==> config.mk <==
export PLATFORM = sky130hd
export DESIGN_NAME = tmrb_ctrl
export DESIGN_NICKNAME = d
export VERILOG_FILES = /design/src/hw/rtl/tmrb_pkg.sv /design/src/hw/rtl/tmrb_ctrl.sv
export SDC_FILE = /design/constraint.sdc
export NUM_CORES = 1
export LEC_CHECK = 0
export BUFFER_PORTS_ARGS = -buffer_cell sky130_fd_sc_hd__buf_2
export CAP_MARGIN = 15
export CORE_AREA = 2 2 39 41
export DETAILED_ROUTE_END_ITERATION = 10
export DIE_AREA = 0 0 41 43
export GPL_ROUTABILITY_DRIVEN = 0
export PLACE_DENSITY = 0.69
export SLEW_MARGIN = 10
export SYNTH_ARGS = -nofsm -noshare
export SYNTH_HDL_FRONTEND = slang
export SYNTH_SLANG_ARGS = --single-unit
==> constraint.sdc <==
create_clock -name clk_i -period 1.3 [get_ports clk_i]
set_input_delay 0.195 -clock clk_i [delete_from_list [all_inputs] [get_ports clk_i]]
set_output_delay 0.195 -clock clk_i [all_outputs]
set_load 0.005 [all_outputs]
==> src/hw/rtl/tmrb_pkg.sv <==
// ----------------------------------------------------------------------------
// tmrb_pkg
// Types and constants shared by the trace message ring buffer modules.
// ----------------------------------------------------------------------------
`default_nettype none

package tmrb_pkg;

  localparam int RING_BYTES   = 1024;
  localparam int HEADER_BYTES = 10;

  localparam int PTR_W  = $clog2(RING_BYTES);
  localparam int CNT_W  = PTR_W + 1;
  localparam int LEN_W  = 9;
  localparam int HCNT_W = $clog2(HEADER_BYTES);
  localparam int SUM_W  = (CNT_W > LEN_W) ? CNT_W + 1 : LEN_W + 1;
  localparam int SEQ_W  = 16;
  localparam int CFG_IDX_W = 1;

  typedef enum logic [1:0] {
    ACT_START   = 2'd0,
    ACT_PAYLOAD = 2'd1,
    ACT_READ    = 2'd2,
    ACT_SKIP    = 2'd3
  } action_e;

  typedef enum logic [2:0] {
    ST_OK       = 3'd0,
    ST_FILTERED = 3'd1,
    ST_DROPPED  = 3'd2,
    ST_EMPTY    = 3'd3,
    ST_IGNORED  = 3'd4
  } status_e;

  typedef enum logic [1:0] {
    MODE_OFF = 2'd0,
    MODE_ALL = 2'd1,
    MODE_ONE = 2'd2
  } trace_mode_e;

  typedef enum logic [CFG_IDX_W-1:0] {
    CFG_TRACE_MODE = 1'd0,
    CFG_TRACE_PORT = 1'd1
  } cfg_idx_e;

  typedef enum logic {
    RSEL_LEN  = 1'b0,
    RSEL_BYTE = 1'b1
  } rsel_e;

  typedef struct packed {
    action_e     action;
    logic [7:0]  port;
    logic        direction;
    logic [7:0]  msg_kind;
    logic [7:0]  data_size;
    logic [7:0]  data_byte;
    logic [31:0] timestamp_us;
  } in_t;

  typedef struct packed {
    logic [7:0]  read_byte;
    logic        last_of_record;
    status_e     status;
    logic [10:0] free_bytes;
    logic [31:0] drop_total;
    logic        is_empty;
  } out_t;

  typedef struct packed {
    logic    latch_in;
    logic    st_load;
    status_e st_code;
    logic    reserve;
    logic    drop;
    logic    pay_write;
    logic    hdr_write;
    logic    len_load;
    logic    byte_take;
    logic    skip_free;
    rsel_e   rsel;
    logic    out_load;
  } cmd_t;

  typedef struct packed {
    action_e action;
    logic    rec_open;
    logic    pass;
    logic    fits;
    logic    no_record;
    logic    hdr_last;
  } sts_t;

endpackage

`default_nettype wire

==> src/hw/rtl/tmrb_ctrl.sv <==
// ----------------------------------------------------------------------------
// tmrb_ctrl
// Sequencer: decodes each item and steps the datapath through header writes,
// record length fetch, byte read and result delivery.
// ----------------------------------------------------------------------------
`default_nettype none

module tmrb_ctrl (
  input  wire logic           clk_i,
  input  wire logic           rst_ni,
  input  wire logic           in_valid_i,
  output logic                in_stall_o,
  output logic                out_valid_o,
  input  wire logic           out_stall_i,
  input  wire tmrb_pkg::sts_t sts_i,
  output tmrb_pkg::cmd_t      cmd_o
);

  typedef enum logic [2:0] {
    S_IDLE,
    S_DECIDE,
    S_HDR,
    S_LEN,
    S_BYTE,
    S_RESP
  } state_e;

  state_e state_q, state_d;
  logic   out_valid_q;
  logic   out_ready;

  assign out_ready   = !out_valid_q || !out_stall_i;
  assign in_stall_o  = (state_q != S_IDLE);
  assign out_valid_o = out_valid_q;

  always_comb begin
    cmd_o         = '0;
    cmd_o.st_code = tmrb_pkg::ST_OK;
    cmd_o.rsel    = tmrb_pkg::RSEL_LEN;
    state_d       = state_q;
    case (state_q)
      S_IDLE: begin
        if (in_valid_i) begin
          cmd_o.latch_in = 1'b1;
          state_d        = S_DECIDE;
        end
      end
      S_DECIDE: begin
        cmd_o.st_load = 1'b1;
        state_d       = S_RESP;
        case (sts_i.action)
          tmrb_pkg::ACT_START: begin
            if (sts_i.rec_open) begin
              cmd_o.st_code = tmrb_pkg::ST_IGNORED;
            end else if (!sts_i.pass) begin
              cmd_o.st_code = tmrb_pkg::ST_FILTERED;
            end else if (!sts_i.fits) begin
              cmd_o.st_code = tmrb_pkg::ST_DROPPED;
              cmd_o.drop    = 1'b1;
            end else begin
              cmd_o.reserve = 1'b1;
              state_d       = S_HDR;
            end
          end
          tmrb_pkg::ACT_PAYLOAD: begin
            if (!sts_i.rec_open) begin
              cmd_o.st_code = tmrb_pkg::ST_IGNORED;
            end else begin
              cmd_o.pay_write = 1'b1;
            end
          end
          default: begin
            if (sts_i.no_record) begin
              cmd_o.st_code = tmrb_pkg::ST_EMPTY;
            end else begin
              cmd_o.rsel = tmrb_pkg::RSEL_LEN;
              state_d    = S_LEN;
            end
          end
        endcase
      end
      S_HDR: begin
        cmd_o.hdr_write = 1'b1;
        if (sts_i.hdr_last) begin
          state_d = S_RESP;
        end
      end
      S_LEN: begin
        if (sts_i.action == tmrb_pkg::ACT_SKIP) begin
          cmd_o.skip_free = 1'b1;
          state_d         = S_RESP;
        end else begin
          cmd_o.len_load = 1'b1;
          cmd_o.rsel     = tmrb_pkg::RSEL_BYTE;
          state_d        = S_BYTE;
        end
      end
      S_BYTE: begin
        cmd_o.byte_take = 1'b1;
        state_d         = S_RESP;
      end
      S_RESP: begin
        if (out_ready) begin
          cmd_o.out_load = 1'b1;
          state_d        = S_IDLE;
        end
      end
      default: begin
        state_d = S_IDLE;
      end
    endcase
  end

  always_ff @(posedge clk_i or negedge rst_ni) begin
    if (!rst_ni) begin
      state_q     <= S_IDLE;
      out_valid_q <= 1'b0;
    end else begin
      state_q <= state_d;
      if (cmd_o.out_load) begin
        out_valid_q <= 1'b1;
      end else if (!out_stall_i) begin
        out_valid_q <= 1'b0;
      end
    end
  end

endmodule

`default_nettype wire

# After elaboration in Yosys (flattened, before gate mapping)
# Cells that the tools add are included.
# W data, S select, Z words.
[totals]
out_inout_bits = 16
ff_bits = 4
in_bits = 11
[op_classes]
eq_ne = 11
n_reduce_logical = 7
muxes = 36
[ops]
columns = ["op", "count"]
rows = [
  ["$mux W3", 9],
  ["$pmux W3 S6", 1],
  ["$mux W1", 17],
  ["$mux W2", 6],
  ["$pmux W3 S2", 2],
  ["$mux W7", 1],
  ["$eq A3 B2 Y1 const B", 2],
  ["$eq A3 B3 Y1 const B", 2],
  ["$ne A2 B2 Y1 const B", 3],
  ["$eq A3 B1 Y1 const B", 1],
  ["$logic_not A3 Y1", 1],
  ["$reduce_and A3 Y1", 1],
  ["$reduce_bool A3 Y1", 1],
  ["$eq A2 B1 Y1 const B", 1],
  ["$eq A2 B2 Y1 const B", 1],
  ["$logic_not A1 Y1", 2],
  ["$logic_not A2 Y1", 1],
  ["$ne A2 B1 Y1 const B", 1],
  ["$logic_or A1 B1 Y1", 1],
]

# Longest topological paths before layout
# Gate-level depths: netlist of run 1.
[logic_depth]
word_depth = 5
depth_mapped = 5
ltp_nobuf = 4

# Worst setup path after synthesis of run 1
# No wires, ideal clock.
[synth_timing]
kind = "reg-to-output"
from = "register state_q[1]"
to = "output port cmd_o[7] in the netlist's numbering"
path_slack_ns = -0.038
path_stages_with_launch = 4
arrival_time_ns = 1.143
t_required_ns = 1.105
n_path_buf = 0
path_cell_list = "dfrtp_1 > nand2b_4 > or3_4 > nor4_2"
[synth_rtl]
columns = ["element", "line_no", "text"]
rows = [
  ["start: declaration", "tmrb_ctrl.sv:28", "state_e state_q, state_d;"],
  ["start signal: assignment", "tmrb_ctrl.sv:119", "state_q <= state_d;"],
  ["end: declaration", "tmrb_ctrl.sv:16", "output tmrb_pkg::cmd_t cmd_o"],
]

==> results.yml, run 1 <==
sta:
  setup-violations-final: 15
  relSlewSlack_pct: 82.9
  period_share_pct: 122
  tightest_slew_ns: 0.252
  drv_slew: 0
  max_freq_mhz: 631
  final-hold-violation-count: 0
  fin_ws_ns: -0.285
  clock_skew_ns: 0.00801
  setup_tns_ns: -2.94
  rsz0062_at_grt: "true"
  layout_min_cycle_time_ns: 1.59
route:
  wl_um: 1180
  route.antenna.remaining_nets: 0
  drc_errors: 0
  via_count: 515
  via_per_inst: 4.90
  routedWlPerCell_um: 11.3
  firstDrtPassIters: 4
  drt_iter0_drc: 7
clock_tree:
  clk_path_buf_depth: 2
  insertion_delay_ns: 0.25
  cts.sinks: 4
  cts_root_buf: "clkbuf_4"
  cts_max_level: 1
  clk_pin_slew_ns: 0.04
  cts_tree: "yes"
  cts_buffers: 3
setup_path:
  end_kind: "output port"
  r2r-end: "state_q[0]"
  cp.required_ns: 1.11
  worst-r2r-cell-count: 6
  cp_max_fo: 4
  start_kind: "flop"
  path_depth: 4
  timing.reg2reg.setup_slack_ns: 0.05
  crit_arrival_ns: 1.39
  rr_startpoint: "state_q[1]"
  cpPeakStageDelay_ns: 0.37
  critPathBufInv: 1
  critPathTopFamily: "simple AND/OR/NAND/NOR gates"
  criticalPathCategory: "reg2out"
  cp_slowest_cell: "dfrtp_1"
  crit_chain: "nand2b_4 -> or3_4 -> nor4_4 -> buf_2"
grt:
  overflow: 0
  grt_pass1_vias: 450
  grt_use_total_pct: 15.3
  antenna_found_initial: 0
  grt_max_degree: 9
  grt_pass1_wl_um: 1820
cells_and_area:
  drive_above_1_share_pct: 61.8
  final_common_cell: "buf_2"
  design_area_um2: 712
  syn2layout_area_growth_pct: 77.3
  final_nets: 102
  fin_util_pct: 51.4
  final_cell_mix: "buf_2, buf_4, nand2_1, buf_6"
  fill_cells: 136
  antennaDiodeCount: 0
run_status:
  status: "complete, but fails checks"
  violations: "setup timing"
floorplanning:
  num_rows: 14
  dieArea_um2: 1760
  die_w_um: 41
  die_y_um: 43
  initial_utilization_pct: 29.0
  core_um2: 1380
  ios: 27
placement:
  dpl_worst_slack_ns: -0.103
  place_area_um2: 589
  place_hpwl_um: 925
  io_buffers: 26
synth:
  synth_top_family_by_area: "simple AND/OR/NAND/NOR gates"
  synth.area.mux_share_pct: 0
  ys_warn_count: 0
  synth-adder-area-share_pct: 0
  synth_top_area_share_pct: 24.9
  syn_avg_cell_area_um2: 7.72
  synthCells: 52
  synth_simple_gate_area_share_pct: 41.4
  ys_async_sr_fraction_pct: 100
  yosysTopAreaCell: "dfrtp_1"
  ys_types: 26
  synth-xor-area-share_pct: 2.18
  synth_seq_area_share_pct: 24.9
  synth-main-ff-cell: "dfrtp_1"
  synth_area_leaders: "dfrtp_1, nand2_1, nor2_1"
  synth_compound_area_share_pct: 20.9
  syn-cell-area_um2: 402
  syn-num-nets: 63
  synth_edf_count: 0
  ys_seq_elements: 4
power_and_ir_drop:
  p_total_mw: 1.16
  p_leak_nw: 0.355
  peakVddDrop_v: 0.000777
  power_density_nw_per_um2: 1630
min_path:
  hold-path-cell-count: 3
  hp-start: "out_stall_i"
  hold_path_end: "out_valid_o"
  hp-class: "in2reg"
flow_run:
  drv_cap: 0
layout make-up:
type | count | area [um2] | share of cell area, %
multi-input combinational | 41 | 317 | 44.5
timing repair buffer | 38 | 241 | 33.9
sequential | 4 | 100 | 14.1
clock buffer | 3 | 22.5 | 3.16
tap | 16 | 20.0 | 2.81
inverter | 3 | 11.3 | 1.58
worst max-delay path by stage:
stage                from  endpoint  slack [ns]
2_1_floorplan  state_q[1]  cmd_o[7]       -0.03
3_3_place_gp   state_q[1]  cmd_o[7]        -0.1
3_5_place_dp   state_q[1]  cmd_o[7]       -0.10
4_1_cts        state_q[1]  cmd_o[7]       -0.32
5_1_grt        state_q[1]  cmd_o[9]       -0.34
6_report       state_q[1]  cmd_o[7]       -0.29
registers in the layout (all words and copies together), names as in the netlist:
signal       flops
state_q          3
out_valid_o      1
cell families after synthesis:
logic type      Yosys count
compound gates           13
xor+xnor                  1
buf+inv                   7
flops                     4
simple gates             27
cell usage after synthesis, types with 2 or more instances:
| cell | number |
|---|---|
| nand2_1 | 6 |
| nor2_1 | 6 |
| a21oi_1 | 4 |
| dfrtp_1 | 4 |
| o21ai_0 | 4 |
| inv_1 | 3 |
| and3_1 | 2 |
| buf_4 | 2 |
| nand2b_1 | 2 |
| nor3_1 | 2 |
| or4_1 | 2 |
worst reg2reg max path: stages (launching register included):
cell and delay, ns:
dfrtp_1 0.37, buf_4 0.14, buf_6 0.11, buf_6 0.11
nand3b_1 0.14, a2bb2oi_2 0.14, o311ai_1 0.11
metrics by stage:
stage,hold WS [ns],std cells
6_report,0.191,105
4_1_cts,0.185,105
3_3_place_gp,0.00249,98
5_1_grt,0.203,105
3_5_place_dp,0.00591,98
2_1_floorplan,-0.101,52
metal layers:
layer  global-route usage [%]  vias up  share of wire [%]
met5                        0        -                  0
met4                     6.00        0               0.93
met3                     6.28        3                9.8
met2                     24.4       24                 48
met1                     17.1      225                 41
li1                         -      263                  -
power breakdown:
group | switching [mW] | total (mW) | internal [mW]
logic | 0.379 | 0.775 | 0.395
registers | 0.0438 | 0.225 | 0.181
clock network | 0.0597 | 0.164 | 0.104
total | 0.483 | 1.16 | 0.681
repair_timing:
action | in CTS | in global routing
hold buffers | 1 | 0
endpoints found under the hold margin | 4 | 0
buffers inserted | 4 | 0
pin swaps | 9 | 4
setup endpoints to repair | 15 | 16
resized for setup | 17 | 3
Note: power is estimated with default switching activity, not from simulation.
==> inputs of run 2 (changes only) <==
--- a/config.mk
+++ b/config.mk
@@ -11,7 +11,7 @@
 export DETAILED_ROUTE_END_ITERATION = 10
 export DIE_AREA = 0 0 41 43
 export GPL_ROUTABILITY_DRIVEN = 0
-export PLACE_DENSITY = 0.69
+export PLACE_DENSITY_LB_ADDON = 0.2
 export SLEW_MARGIN = 10
 export SYNTH_ARGS = -nofsm -noshare
 export SYNTH_HDL_FRONTEND = slang
==> results.yml, run 2 (synthesis results as in run 1) <==
run_status:
  status: "complete, but fails checks"
  violations: "setup timing"
grt:
  grt_pass1_vias: 458
  grt_use_total_pct: 15.2
  antenna_found_initial: 0
  grt_max_degree: 9
  grt_pass1_wl_um: 1850
  overflow: 0
floorplanning:
  core_um2: 1380
  num_rows: 14
  ios: 27
  dieArea_um2: 1760
  die_w_um: 41
  initial_utilization_pct: 29.0
  die_y_um: 43
cells_and_area:
  largest_reg_flops: 3
  final_nets: 105
  syn2layout_area_growth_pct: 78.8
  design_area_um2: 718
  final_common_cell: "buf_2"
  antennaDiodeCount: 0
  final_cell_mix: "buf_2, buf_4, nor2_1, nand2_1"
  fill_cells: 141
  fin_util_pct: 51.9
  drive_above_1_share_pct: 59.8
  top_register: "state_q"
power_and_ir_drop:
  peakVddDrop_v: 0.00104
  power_density_nw_per_um2: 1590
  p_leak_nw: 0.366
  comb_power_share_pct: 67.4
  p_int_uw: 672
  pwr-share-clk_pct: 13.4
  switchingPower_uw: 467
  seqPwrFrac_pct: 19.2
  switching_share_pct: 41.0
route:
  via_per_inst: 4.89
  firstDrtPassIters: 6
  route.antenna.remaining_nets: 0
  via_count: 528
  wl_um: 1120
  drt_iter0_drc: 8
  drc_errors: 0
  routedWlPerCell_um: 10.4
setup_path:
  crit_arrival_ns: 1.37
  cp_max_fo: 4
  end_kind: "output port"
  criticalPathCategory: "reg2out"
  critPathTopFamily: "simple AND/OR/NAND/NOR gates"
  timing.reg2reg.setup_slack_ns: -0.15
  crit_chain: "nand2b_4 -> or3_4 -> nor4_4 -> buf_2"
  critPathBufInv: 1
  cp.required_ns: 1.11
  cpPeakStageDelay_ns: 0.36
  cp_slowest_cell: "dfrtp_1"
  start_kind: "flop"
sta:
  fin_ws_ns: -0.262
  layout_min_cycle_time_ns: 1.56
  setup-violations-final: 17
  drv_slew: 0
  hold_slack_ns: 0.206
  rsz0062_at_grt: "true"
  period_share_pct: 120
  clock_skew_ns: 0.00437
  tightest_slew_ns: 0.380
  final-hold-violation-count: 0
  relSlewSlack_pct: 74.4
  max_freq_mhz: 640
placement:
  place_area_um2: 604
  io_buffers: 26
  dpl_worst_slack_ns: -0.0953
  place_hpwl_um: 890
clock_tree:
  clk_path_buf_depth: 2
  cts_max_level: 1
  cts_buffers: 3
  cts_tree: "yes"
  cts_root_buf: "clkbuf_4"
  insertion_delay_ns: 0.23
  clk_pin_slew_ns: 0.04
  cts.sinks: 4
min_path:
  hp-class: "in2reg"
flow_run:
  drv_cap: 0
[run 2: cell types whose count changed in the layout (fill, tap and decap cells not counted)]
cell and delta:
buf_6 -2, buf_4 +6, a2bb2oi_1 +1, nor2_1 +2, nor2_2 -2, o311ai_1 -1
a2bb2oi_2 -1, o311ai_0 +1, buf_2 -1
[run 2: worst paths after layout]
check | end | from | cells past startpoint
min reg2reg | out_valid_o | out_valid_o | 2
max in group asynchronous | state_q[2] | rst_ni | 2
max | cmd_o[7] | state_q[1] | 4
max reg2reg | state_q[0] | state_q[1] | 7
min | out_valid_o | out_stall_i | 3
min in group asynchronous | state_q[0] | rst_ni | 2
[run 2: power groups by stage]
stage	clock, mW	combinational, mW	sequential (mW)
floorplan	0	0.355	0.227
global placement	0	0.598	0.219
detailed placement	0	0.603	0.220
CTS	0.159	0.738	0.220
global route	0.171	0.854	0.226
finish	0.153	0.768	0.219
[run 2: cell type report]
cell class / count / area [um2] / share of cell area (%)
sequential: 4 / 100 / 13.9
timing repair buffer: 41 / 259 / 36.1
inverter: 3 / 11.3 / 1.57
clock buffer: 3 / 22.5 / 3.14
tap: 16 / 20.0 / 2.79
multi-input combinational: 41 / 305 / 42.5
[run 2: metrics by stage]
step | instances | setup TNS, ns | total power, mW
2_1_floorplan | 52 | -0.0278 | 0.582
3_3_place_gp | 100 | -0.106 | 0.817
3_5_place_dp | 100 | -0.104 | 0.823
4_1_cts | 108 | -3.23 | 1.12
5_1_grt | 108 | -4.37 | 1.25
6_report | 108 | -2.94 | 1.14
[run 2: worst register-to-register path, cell delays in order, from the launching register on]
cell and delay, ns:
dfrtp_1 0.36, buf_4 0.13, buf_6 0.12, buf_4 0.13, nand3b_1 0.13, buf_4 0.12
a2bb2oi_1 0.14, o311ai_0 0.17
[run 2: repair_timing]
action,in CTS,in global routing
resized for setup,11,3
gates cloned,0,0
setup endpoints to repair,15,17
hold endpoints to repair,4,0
buffers inserted,5,0
hold buffers,1,0
pin swaps,9,1
[run 2: layer usage]
layer  track usage, %  up-vias  share of wire, %
met3             5.76        0                11
met1             19.0      227                42
met2             22.5       33                47
li1                 -      268                 -
met4             6.00        0                 0
met5                0        -                 0
==> inputs of run 3 (changes only) <==
==> constraint.sdc (replaced) <==
create_clock -name clk_i -period 1.3 [get_ports clk_i]
set_input_delay 0.26 -clock clk_i [delete_from_list [all_inputs] [get_ports clk_i]]
set_output_delay 0.26 -clock clk_i [all_outputs]
set_load 0.005 [all_outputs]
==> results.yml, run 3 (synthesis results as in run 1) <==
setup_path:
  critPathBufInv: 1
  critPathTopFamily: "simple AND/OR/NAND/NOR gates"
  cp_max_fo: 4
  crit_arrival_ns: 1.38
  start_kind: "flop"
  end_kind: "output port"
  crit_chain: "nand2b_4 -> or3_4 -> nor4_4 -> buf_2"
  cp.required_ns: 1.04
  criticalPathCategory: "reg2out"
  cp_slowest_cell: "dfrtp_1"
  cpPeakStageDelay_ns: 0.37
grt:
  grt_use_total_pct: 15.9
  top_usage_layer: "met2"
  use_met3_pct: 6.28
  grt_use_met1_pct: 19.5
  grt_use_met2_pct: 25.0
  grt_pass1_vias: 476
  overflow: 0
  grt_max_degree: 9
  grt_pass1_wl_um: 1900
  antenna_found_initial: 0
placement:
  io_buffers: 26
  place_area_um2: 619
cells_and_area:
  antennaDiodeCount: 0
  final_common_cell: "buf_2"
  design_area_um2: 703
  regArea_um2: 100
  largest_reg_flops: 3
  fill_cells: 140
  top_register: "state_q"
  final_cell_mix: "buf_2, buf_4, nand2_1"
  fin_util_pct: 50.8
  syn2layout_area_growth_pct: 75.1
  final_nets: 103
  drive_above_1_share_pct: 58.9
  multi_input_area_um2: 308
clock_tree:
  clk_pin_slew_ns: 0.04
  cts.sinks: 4
  clk_path_buf_depth: 2
  cts_root_buf: "clkbuf_4"
  cts_tree: "yes"
  cts_buffers: 3
  insertion_delay_ns: 0.24
  cts_max_level: 1
sta:
  max_freq_mhz: 608
  fin_ws_ns: -0.344
  final-hold-violation-count: 0
  setup-violations-final: 15
  hold_slack_ns: 0.284
  layout_min_cycle_time_ns: 1.64
  clock_skew_ns: 0.00602
  relSlewSlack_pct: 75.8
  rsz0062_at_grt: "true"
  period_share_pct: 126
  tightest_slew_ns: 0.359
  setup_tns_ns: -3.12
  drv_slew: 0
run_status:
  violations: "setup timing"
  status: "complete, but fails checks"
flow_run:
  drv_cap: 0
floorplanning:
  ios: 27
  die_w_um: 41
  initial_utilization_pct: 29.0
  dieArea_um2: 1760
  die_y_um: 43
  num_rows: 14
  core_um2: 1380
route:
  drt_iter0_drc: 23
  firstDrtPassIters: 4
  wl_um: 1130
  routedWlPerCell_um: 10.6
  via_count: 528
  via_per_inst: 4.98
  drc_errors: 0
  route.antenna.remaining_nets: 0
power_and_ir_drop:
  p_total_mw: 1.13
  power_density_nw_per_um2: 1610
  p_leak_nw: 0.354
  peakVddDrop_v: 0.00124
min_path:
  hp-class: "in2reg"
run 3: changes by cell type in the layout (fill, tap and decap cells not counted):
| cell | change |
|---|---|
| clkinvlp_4 | +1 |
| buf_4 | -2 |
| inv_1 | +1 |
| buf_2 | +1 |
| nor2_2 | +1 |
| inv_2 | -2 |
| buf_6 | -1 |
| nor2_1 | -1 |
run 3: repair_timing:
action                                 CTS  global route
endpoints found under the hold margin    4             0
pin swaps                                5             2
hold buffers                             1             0
setup endpoints to repair               15            18
buffers inserted                         1             0
resized for setup                        6             5
run 3: where the power goes:
part           total [mW]  switching (mW)  leakage [nW]  internal [mW]
clock               0.153          0.0496        0.0138          0.103
combinational       0.754           0.378         0.291          0.376
sequential          0.225          0.0428        0.0486          0.182
run 3: cell type report:
| class | count | area share, % |
|---|---|---|
| timing repair buffer | 39 | 33.8 |
| inverter | 3 | 2.14 |
| clock buffer | 3 | 3.20 |
| sequential | 4 | 14.2 |
| multi-input combinational | 41 | 43.8 |
| tap | 16 | 2.85 |
run 3: worst reg2reg max path: cells and delay by family, from the launching register on:
family                 cells  cell delay, ns
AOI/OAI and AO/OA          2            0.29
buffers and inverters      2            0.31
DFF                        1            0.37
and+or+nand+nor            1            0.15
run 3: path summary, 6_finish.rpt:
| check | start | end | slack [ns] | cells after the start |
|---|---|---|---|---|
| setup / recovery | state_q[1] | cmd_o[7] | -0.34 | 4 |
| hold / removal | out_stall_i | out_valid_o | 0.28 | 3 |
| setup reg to reg | state_q[1] | state_q[0] | 0.03 | 5 |
| hold reg to reg | out_valid_o | out_valid_o | 0.54 | 2 |
| max in group asynchronous | rst_ni | state_q[2] | 0.81 | 2 |
| min in group asynchronous | rst_ni | out_valid_o | 0.37 | 2 |
run 3: routing by layer:
layer / wire, um / vias to the layer above
met4: 0 / 0
li1: - / 264
met2: 529 / 26
met5: 0 / -
met1: 490 / 238
met3: 107 / 0
run 3: per-stage QoR:
step	setup WS [ns]	instances
6_report	-0.344	106
5_1_grt	-0.411	106
4_1_cts	-0.392	106
3_5_place_dp	-0.170	101
3_3_place_gp	-0.162	101
2_1_floorplan	-0.0928	52
